`src/assert_macros.svh`:
```
// ----------------------------------------------------------------------------
// assert_macros.svh
// Short forms for the clocked concurrent assertions used in the RTL.
// ----------------------------------------------------------------------------
`ifndef ASSERT_MACROS_SVH
`define ASSERT_MACROS_SVH

// A clocked property, switched off while reset is high.
`define ASSERT_PROP(name, clk, rst, prop, msg) \
   name: assert property (@(posedge clk) disable iff (rst) prop) else $error(msg);

// A condition that must hold at every clock edge outside reset.
`define ASSERT_ALWAYS(name, clk, rst, expr, msg) \
   `ASSERT_PROP(name, clk, rst, (expr), msg)

`endif

```
`src/hpid_pkg.sv`:
```
// ----------------------------------------------------------------------------
// hpid_pkg
// Shared constants, codes and types of the heading PID controller.
// ----------------------------------------------------------------------------
`default_nettype none

package hpid_pkg;

   // Fraction bits of angles, errors and velocity.
   localparam int ANGLE_FRAC_BITS = 12;

   // pi in Q32, rounded to ANGLE_FRAC_BITS fraction bits.
   localparam logic [63:0] PI_Q32 = 64'd13493037705;
   localparam int PI_SCALED =
      int'((PI_Q32 + (64'd1 << (31 - ANGLE_FRAC_BITS))) >> (32 - ANGLE_FRAC_BITS));
   localparam logic signed [17:0] PI_ERR     = 18'(PI_SCALED);
   localparam logic signed [17:0] TWO_PI_ERR = 18'(2 * PI_SCALED);

   // Field widths.
   localparam int ANGLE_W = 16;
   localparam int GAIN_W  = 20;
   localparam int TOL_W   = 15;
   localparam int TICK_W  = 16;
   localparam int ERR_W   = 17;
   localparam int DER_W   = 18;
   localparam int INTEG_W = 32;
   localparam int CSR_IDX_W  = 3;
   localparam int CSR_DATA_W = 20;
   localparam int PROD_P_W = GAIN_W + 1 + ERR_W;
   localparam int PROD_I_W = GAIN_W + 1 + INTEG_W;
   localparam int PROD_D_W = GAIN_W + 1 + DER_W;
   localparam int SUM_W    = PROD_I_W + 2;

   // Transaction kinds.
   localparam logic KIND_START  = 1'b0;
   localparam logic KIND_SAMPLE = 1'b1;

   // Result status codes.
   localparam logic [1:0] STATUS_RUN     = 2'd0;
   localparam logic [1:0] STATUS_REACHED = 2'd1;
   localparam logic [1:0] STATUS_TIMEOUT = 2'd2;

   // Register indexes.
   localparam logic [CSR_IDX_W-1:0] CSR_TARGET = 3'd0;
   localparam logic [CSR_IDX_W-1:0] CSR_GAIN_P = 3'd1;
   localparam logic [CSR_IDX_W-1:0] CSR_GAIN_I = 3'd2;
   localparam logic [CSR_IDX_W-1:0] CSR_GAIN_D = 3'd3;
   localparam logic [CSR_IDX_W-1:0] CSR_TOL    = 3'd4;
   localparam logic [CSR_IDX_W-1:0] CSR_LIMIT  = 3'd5;

   // Register reset values.
   localparam logic signed [ANGLE_W-1:0] TARGET_RST = 16'sd0;
   localparam logic [GAIN_W-1:0] GAIN_P_RST = 20'd52429;
   localparam logic [GAIN_W-1:0] GAIN_I_RST = 20'd20;
   localparam logic [GAIN_W-1:0] GAIN_D_RST = 20'd6554;
   localparam logic [TOL_W-1:0]  TOL_RST    = 15'd41;
   localparam logic [TICK_W-1:0] LIMIT_RST  = 16'd6000;

   // Regulator state carried from one sample to the next.
   typedef struct packed {
      logic signed [INTEG_W-1:0] integral;
      logic signed [ERR_W-1:0]   prev_err;
      logic [TICK_W-1:0]         elapsed;
      logic                      finished;
   } state_type;

   // Per-sample terms handed to the multiply stage.
   typedef struct packed {
      logic                      hold;
      logic [1:0]                status;
      logic signed [ERR_W-1:0]   err;
      logic signed [INTEG_W-1:0] integral;
      logic signed [DER_W-1:0]   deriv;
   } step_type;

   // Registered products handed to the sum stage.
   typedef struct packed {
      logic                       hold;
      logic [1:0]                 status;
      logic signed [PROD_P_W-1:0] prod_p;
      logic signed [PROD_I_W-1:0] prod_i;
      logic signed [PROD_D_W-1:0] prod_d;
   } prod_type;

endpackage

`default_nettype wire

```
`src/hpid_step.sv`:
```
// ----------------------------------------------------------------------------
// hpid_step
// Error wrap, done decision and state update for one transaction.
// ----------------------------------------------------------------------------
`default_nettype none

module hpid_step (
   input  wire logic                                     kind,
   input  wire logic signed [hpid_pkg::ANGLE_W-1:0]      current_angle,
   input  wire logic signed [hpid_pkg::ANGLE_W-1:0]      target_angle,
   input  wire logic [hpid_pkg::TOL_W-1:0]               tolerance,
   input  wire logic [hpid_pkg::TICK_W-1:0]              tick_limit,
   input  wire hpid_pkg::state_type                      state_cur,
   output hpid_pkg::state_type                           state_next,
   output hpid_pkg::step_type                            step
);
   import hpid_pkg::*;

   logic signed [DER_W-1:0]   diff;
   logic signed [DER_W-1:0]   wrapped;
   logic signed [ERR_W-1:0]   err;
   logic [ERR_W-1:0]          err_abs;
   logic                      near;
   logic                      late;
   logic signed [INTEG_W:0]   integ_sum;
   logic signed [INTEG_W-1:0] integ_sat;
   logic signed [DER_W-1:0]   deriv;

   // Heading error, wrapped once into plus or minus pi.
   always_comb begin
      diff = DER_W'(target_angle) - DER_W'(current_angle);
      if (diff > PI_ERR) begin
         wrapped = diff - TWO_PI_ERR;
      end else if (diff < -PI_ERR) begin
         wrapped = diff + TWO_PI_ERR;
      end else begin
         wrapped = diff;
      end
      err = wrapped[ERR_W-1:0];
      err_abs = err[ERR_W-1] ? ERR_W'(-err) : ERR_W'(err);
   end

   // Done conditions.
   assign near = err_abs < ERR_W'(tolerance);
   assign late = state_cur.finished || (state_cur.elapsed > tick_limit);

   // Saturating integral and error difference.
   always_comb begin
      integ_sum = (INTEG_W+1)'(state_cur.integral) + (INTEG_W+1)'(err);
      if (integ_sum > $signed({2'b00, {(INTEG_W-1){1'b1}}})) begin
         integ_sat = {1'b0, {(INTEG_W-1){1'b1}}};
      end else if (integ_sum < $signed({2'b11, {(INTEG_W-1){1'b0}}})) begin
         integ_sat = {1'b1, {(INTEG_W-1){1'b0}}};
      end else begin
         integ_sat = integ_sum[INTEG_W-1:0];
      end
      deriv = DER_W'(err) - DER_W'(state_cur.prev_err);
   end

   // Result terms and next state.
   always_comb begin
      state_next    = state_cur;
      step.hold     = 1'b1;
      step.status   = STATUS_RUN;
      step.err      = err;
      step.integral = integ_sat;
      step.deriv    = deriv;
      if (kind == KIND_START) begin
         state_next = '0;
      end else if (near) begin
         step.status         = STATUS_REACHED;
         state_next.finished = 1'b1;
      end else if (late) begin
         step.status         = STATUS_TIMEOUT;
         state_next.finished = 1'b1;
      end else begin
         step.hold           = 1'b0;
         state_next.integral = integ_sat;
         state_next.prev_err = err;
         if (state_cur.elapsed != {TICK_W{1'b1}}) begin
            state_next.elapsed = state_cur.elapsed + 1'b1;
         end
      end
   end

endmodule

`default_nettype wire

```
`config.mk`:
```
export PLATFORM = sky130hd
export DESIGN_NAME = hpid_step
export DESIGN_NICKNAME = d
export VERILOG_FILES = /design/src/assert_macros.svh /design/src/hpid_pkg.sv /design/src/hpid_step.sv
export SDC_FILE = /design/constraint.sdc
export NUM_CORES = 1
export LEC_CHECK = 0
export BUFFER_PORTS_ARGS = -buffer_cell sky130_fd_sc_hd__buf_2
export CAP_MARGIN = 5
export CORE_MARGIN = 2
export CORE_UTILIZATION = 45
export DETAILED_ROUTE_END_ITERATION = 10
export PLACE_DENSITY = 0.77
export RECOVER_POWER = 25
export SYNTH_ARGS = -nofsm -noshare
export SYNTH_HDL_FRONTEND = slang
export SYNTH_SLANG_ARGS = --single-unit
```
`constraint.sdc`:
```
create_clock -name vclk -period 17.95
set_clock_uncertainty 0.05 [all_clocks]
set_input_delay 3.59 -clock vclk [all_inputs]
set_output_delay 3.59 -clock vclk [all_outputs]
set_load 0.02 [all_outputs]
```
After elaboration in Yosys (flattened, before gate mapping)
Cells that the tools add are included.
Cells by class
  add/sub/neg operators: 7
  order comparisons: 6
  eq/ne operators: 1
  mux-type cells: 16
  reductions and logical operators: 1
Operators by type and width (count)
  65-bit 2-to-1 mux: 2
  66-bit 2-to-1 mux: 1
  32-bit 2-to-1 mux: 2
  17-bit 2-to-1 mux: 3
  32-bit by 17-bit adder with 33-bit output: 1
  33-bit by 32-bit > comparator with 1-bit output (second input constant): 1
  33-bit by 32-bit < comparator with 1-bit output (second input constant): 1
  17-bit by 17-bit subtractor with 18-bit output: 1
  17-bit by 16-bit adder with 17-bit output (second input constant): 1
  17-bit by 15-bit > comparator with 1-bit output (second input constant): 1
  17-bit by 15-bit < comparator with 1-bit output: 1
  17-bit by 15-bit < comparator with 1-bit output (second input constant): 1
  17-bit negation: 1
  16-bit by 16-bit subtractor with 17-bit output: 1
  17-bit by 16-bit subtractor with 17-bit output (second input constant): 1
  16-bit by 1-bit adder with 16-bit output (second input constant): 1
  16-bit > comparator: 1
  16-bit 2-to-1 mux: 1
  16-bit != test (second input constant): 1
  1-bit 2-to-1 mux: 4
  2-bit 2-to-1 mux: 2
  3-bit 2-to-1 mux: 1
  1-bit logical OR: 1
Storage, ports and cells
  register bits after elaboration: 0
  logic and storage cells: 31

Depth between registers and ports, before layout
Gate-level depths: netlist (run 1).
  depth in word-level cells: 11
  mapped depth: 38
  depth with buffers taken out: 34

Worst setup path after synthesis (run 1)
OpenSTA, ideal clock, no wires.
  path kind: input to output
  start: in target_angle[0] (netlist bit)
  end: out state_next[39] (netlist bit)
  arrival: 11480 ps
  required time: 14310 ps
  slack: 2830 ps
  cell stages on the path: 31
  buffers on the path: 2
  cell sequence: inv_1 > ha_1 > fa_1 > nand2b_1 > a21oi_1 > xnor2_1 > inv_1 > ha_1 > and4b_1 > a311o_1 > a211oi_1 > o22ai_1 > a31o_1 > a211o_1 > a221o_1 > a221oi_1 > ha_1 > clkbuf_1 > a21o_1 > a221oi_1 > and3b_1 > o21ai_0 > nand2_1 > nor3_1 > or3_1 > xor2_1 > nor2_1 > clkbuf_1 > o21ai_0 > nand3_1 > a21oi_1
RTL lines
  from (decl): RTL line hpid_step.sv:10  | input wire logic signed [hpid_pkg::ANGLE_W-1:0] target_angle,
  to (decl): RTL line hpid_step.sv:14  | output hpid_pkg::state_type state_next,

==> results of run 1 <==
## cells in the mapped netlist (all sizes together) (4+ instances only)
library cell  number  area, sq um
o21a              15          113
or3                8         55.1
a31oi             11         68.8
nor2              59          221
mux2i              7         70.1
a22o               4         35.0
o22ai              7         50.1
buf               19          113
a2111oi            5         50.0
o311ai             4         42.6
and3              17          121
clkbuf            42          158
ha               103         1290
xor2              19          166
o31ai              8         65.1
a21o              35          263
or2               11         68.8
nand4             11         68.8
a21boi             8         60.1
a221oi             4         35.0
nand2             73          277
maj3               6         60.1
nor3              66          347
inv               99          372
a211oi            19          153
a21oi            124          624
o2111ai            8         70.1
nand3             44          220
a22oi              5         37.5
nor4              11         81.3
nand2b            16          100
o211ai             6         50.1
nor2b             15         93.8
a31o               5         43.8
nand3b             4         30.0
o21bai             9         67.6
xnor2             48          420
o21ai             99          495
## per-stage QoR
stage	std cells	power, W	setup WS (ns)	cell area, sq um
2_1_floorplan	1116	0.000984	2.83	7270
3_3_place_gp	1552	0.00137	2.43	8740
3_5_place_dp	1552	0.00137	1.99	8740
4_1_cts	1552	0.00138	1.92	8740
5_1_grt	1552	0.00150	1.09	8680
6_report	1552	0.00138	1.77	8680
## logic make-up after synthesis
group                    count (synthesis)  synth area share [%]
AND/OR/NAND/NOR                        355                  25.6
buffers and inverters                  160                  8.83
AO/OA/AOI/OAI                          414                  37.0
multiplexers                             8                  1.12
adder cells (fa/ha/maj)                112                  19.4
XOR/XNOR                                67                  8.07
## routing by layer
metal / global-route usage (%) / up-vias / share of wire (%)
met5: 0 / - / 0
met4: 6.64 / 0 / 2.2
met3: 2.39 / 50 / 8.2
met2: 50.5 / 525 / 46
met1: 40.2 / 4312 / 44
li1: - / 4598 / -
## area by class of cell
class,instances,share of cell area [%]
inverters,99,4.28
well taps,216,3.12
multi-input cells,956,76.7
repair buffers,281,15.9
## worst max-delay path by stage
stage                           endpoint  slack, ns  cells past startpoint
after detailed placement  state_next[35]       1.99                     32
after CTS                 state_next[35]       1.92                     32
after global routing      state_next[35]       1.09                     32
final                     state_next[35]       1.77                     32
after floorplan           state_next[39]       2.83                     31
after global placement    state_next[35]       2.43                     32
## power by group through the flow
stage	clock network, W	logic (W)	registers (W)
global placement	0	0.00137	0
floorplan	0	0.000984	0
CTS	0	0.00138	0
global route	0	0.00150	0
detailed placement	0	0.00137	0
finish	0	0.00138	0
==> flow_summary.ini, run 1 <==
[floorplan]
ios = 266
die_w_um = 131
die_h_um = 131
start_util_pct = 45.9
core.rowCount = 46
die-area_sq_um = 17200
coreArea_sq_um = 15800

[layout]
ff_latch_area_sq_um = 0
n_clock_buffer = 0
synthToLayoutAreaGrowth_pct = 19.3
layout_common_cells = buf_2 (241), a21oi_1 (122), ha_1 (103)
multiInputGateArea_sq_um = 6650
fill_cells = 1598
nNetsFinal = 1574
n_antenna_cell = 0
final_common_cell = buf_2
final_core_util_pct = 54.8
seq_cell_count = 0
drive_gt1_share_pct = 21.7

[worst_hold_path]
hold_path.startpoint = state_cur[29]
hold_depth = 4
holdPathEnd = state_next[29]
min_path_type = input port to output port

[clocking]
post-cts-setup-buffer-count = 0
hold_buffers = 0
cts-resized-gates = 0

[timing]
rsz0062_at_grt = false
drv_slew = 0
fmax_mhz = 61.8
tns_ns = 0
slew_headroom_pct = 29.1
holdWs_ns = 7.51
post-route-period-util_pct = 90.1
finalHoldViolCount = 0
period_minus_slack_ns = 16.18
tightest_slew_ns = 1.06
setup_viol = 0

[setup_path]
start_kind = input port
setup.worst_path.end_class = output port
critPathLaunch = current_angle[0]
critPathSlowestCell = nand2_1
worstSetupPathType = input port to output port
crit_arrival_ns = 12.54
critPathBufInv = 3
crit_family = compound AO/OA/AOI/OAI gates
max_stage_delay_ns = 0.73
path_max_fanout = 24
required_ns = 14.31

[global_route]
antenna_found_initial = 0
grt_pass1_wl_um = 43600
track_usage_pct = 29.4
grt_overflow = 0
grt_max_degree = 66
grt_pass1_vias = 8688

[pwr]
ir_drop_mv = 0.109
pwr-share-seq_pct = 0
power_switching_share_pct = 66.8
power_frac_comb_pct = 100.0
p_switching_w = 0.000923
p_leak_nw = 4.21
p_int_w = 0.000459
clkPwrFrac_pct = 0
powerDensity_nw_per_um2 = 159

[synth]
ys_warn_count = 0
syn_area_per_cell_sq_um = 6.52
synth_area_sq_um = 7270
syn-num-nets = 1352
ys_types = 90
syn_inst = 1116
seq_area_frac_synth_pct = 0

[job]
max_cap_viol_count = 0

[route]
vias = 9485
routedWlPerCell_um = 17.4
drc = 0
routed_wl_um = 27100
first_pass_iters = 7
ant_nets = 0
first_iter_violations = 905
via_per_inst = 6.11

[placed_design]
gp_congestion = 0.997
dp_hpwl_um = 21600
port_buffers = 266

[run_status]
status = finished, final reports clean
No activity file was read; power rests on OpenSTA's default activity.
==> run 2, diff against run 1 <==
--- a/config.mk
+++ b/config.mk
@@ -7,11 +7,11 @@
 export LEC_CHECK = 0
 export BUFFER_PORTS_ARGS = -buffer_cell sky130_fd_sc_hd__buf_2
 export CAP_MARGIN = 5
-export CORE_MARGIN = 2
 export CORE_UTILIZATION = 45
 export DETAILED_ROUTE_END_ITERATION = 10
 export PLACE_DENSITY = 0.77
 export RECOVER_POWER = 25
+export REMOVE_ABC_BUFFERS = 1
 export SYNTH_ARGS = -nofsm -noshare
 export SYNTH_HDL_FRONTEND = slang
 export SYNTH_SLANG_ARGS = --single-unit
==> run 2 against run 1 <==
  * The flow now finishes with violations (capacitance limit, slew limit)
  * Count of clock-buffer cells in the layout stayed put
  * Sequential share of layout area stayed put
  * Utilization is 0.16 points lower
  * Non-clock buffer count is 5 lower
  * Hold slack better by 0.0015 ns
  * Largest power group unchanged
  * Critical path depth stayed put
  * First-iteration DRC count is 22% lower
  * Worst setup slack worse by 0.16 ns
==> flow_summary.ini, run 2 (same netlist as run 1, synthesis figures left out) <==
[pwr]
powerDensity_nw_per_um2 = 160
p_leak_nw = 4.19
ir_drop_mv = 0.0935
finalPower_w = 0.00138

[clocking]
hold_buffers = 0
post-cts-setup-buffer-count = 0
cts-resized-gates = 0

[timing]
slew_headroom_pct = -5.77
drv_slew = 38
finalHoldViolCount = 0
setup_viol = 0
fmax_mhz = 61.2
period_minus_slack_ns = 16.34
post-route-period-util_pct = 91.0
tightest_slew_ns = 1.59
tns_ns = 0
rsz0062_at_grt = false

[route]
drc = 0
via_per_inst = 6.00
first_pass_iters = 5
vias = 9276
first_iter_violations = 702
ant_nets = 0
routed_wl_um = 26000
routedWlPerCell_um = 16.8

[setup_path]
path_max_fanout = 24
critPathLaunch = current_angle[0]
start_kind = input port
max_stage_delay_ns = 0.82
crit_family = compound AO/OA/AOI/OAI gates
required_ns = 14.31
critPathSlowestCell = xnor2_1
worstSetupPathType = input port to output port
critPathBufInv = 3
setup.worst_path.end_class = output port
crit_arrival_ns = 12.70

[layout]
n_clock_buffer = 0
drive_gt1_share_pct = 21.4
multiInputGateArea_sq_um = 6650
layout_common_cells = buf_2 (236), a21oi_1 (122), ha_1 (103)
fill_cells = 1638
final_common_cell = buf_2
synthToLayoutAreaGrowth_pct = 19.0
final_core_util_pct = 54.7
n_antenna_cell = 0
seq_cell_count = 0
ff_latch_area_sq_um = 0
nNetsFinal = 1569

[worst_hold_path]
holdPathEnd = state_next[28]
min_path_type = input port to output port
hold_path.startpoint = state_cur[28]
hold_depth = 4

[floorplan]
die_w_um = 129
start_util_pct = 45.9
coreArea_sq_um = 15800
die_h_um = 129
ios = 266
die-area_sq_um = 16700
core.rowCount = 46

[run_status]
status = finished, violations left
violations = capacitance limit, slew limit

[placed_design]
gp_congestion = 0.930
dp_hpwl_um = 20500
port_buffers = 266

[global_route]
grt_overflow = 0
grt_pass1_vias = 7961
grt_pass1_wl_um = 39800
grt_max_degree = 66
antenna_found_initial = 0
track_usage_pct = 29.1

[job]
max_cap_viol_count = 1
## run 2: changes by cell type in the layout (fill, tap and decap cells not counted)
cell / change
buf_2: -5
## run 2: how the worst max path moves through the flow
stage | end | slack (ns) | depth (start not counted)
3_5_place_dp | state_next[37] | 1.77 | 32
6_report | state_next[37] | 1.61 | 32
4_1_cts | state_next[37] | 1.73 | 32
5_1_grt | state_next[37] | 0.83 | 33
2_1_floorplan | state_next[11] | 2.23 | 26
3_3_place_gp | state_next[37] | 2.03 | 32
## run 2: area by class of cell
cell class	instances	area share (%)
timing repair buffer	276	15.7
tap	216	3.12
multi-input combinational	956	76.9
inverter	99	4.30
## run 2: through the flow
| step | hold slack (ns) | instance area, sq um | setup slack (ns) | std cells |
|---|---|---|---|---|
| 3_3_place_gp | 7.50 | 8700 | 2.03 | 1547 |
| 6_report | 7.51 | 8650 | 1.61 | 1547 |
| 5_1_grt | 7.52 | 8650 | 0.829 | 1547 |
| 2_1_floorplan | 7.25 | 7000 | 2.23 | 1055 |
| 4_1_cts | 7.51 | 8700 | 1.73 | 1547 |
| 3_5_place_dp | 7.50 | 8700 | 1.77 | 1547 |
## run 2: report_power, final
| part | switching [W] | internal (W) |
|---|---|---|
| logic | 0.000924 | 0.000457 |
| registers | 0 | 0 |
| clock network | 0 | 0 |
## run 2: tightest hold or removal path: stages
cell	delay (ns)
buf_2	0.10
o21ai_0	0.06
a21oi_1	0.06
buf_2	0.15
## run 2: metal layers
layer	routed length, um	part of all wire [%]	vias up	track usage, %
met3	1600	6.1	39	1.90
met5	0	0	-	0
met1	12000	46	4282	40.0
met4	501	1.9	0	5.40
li1	-	-	4577	-
met2	11900	46	378	50.0
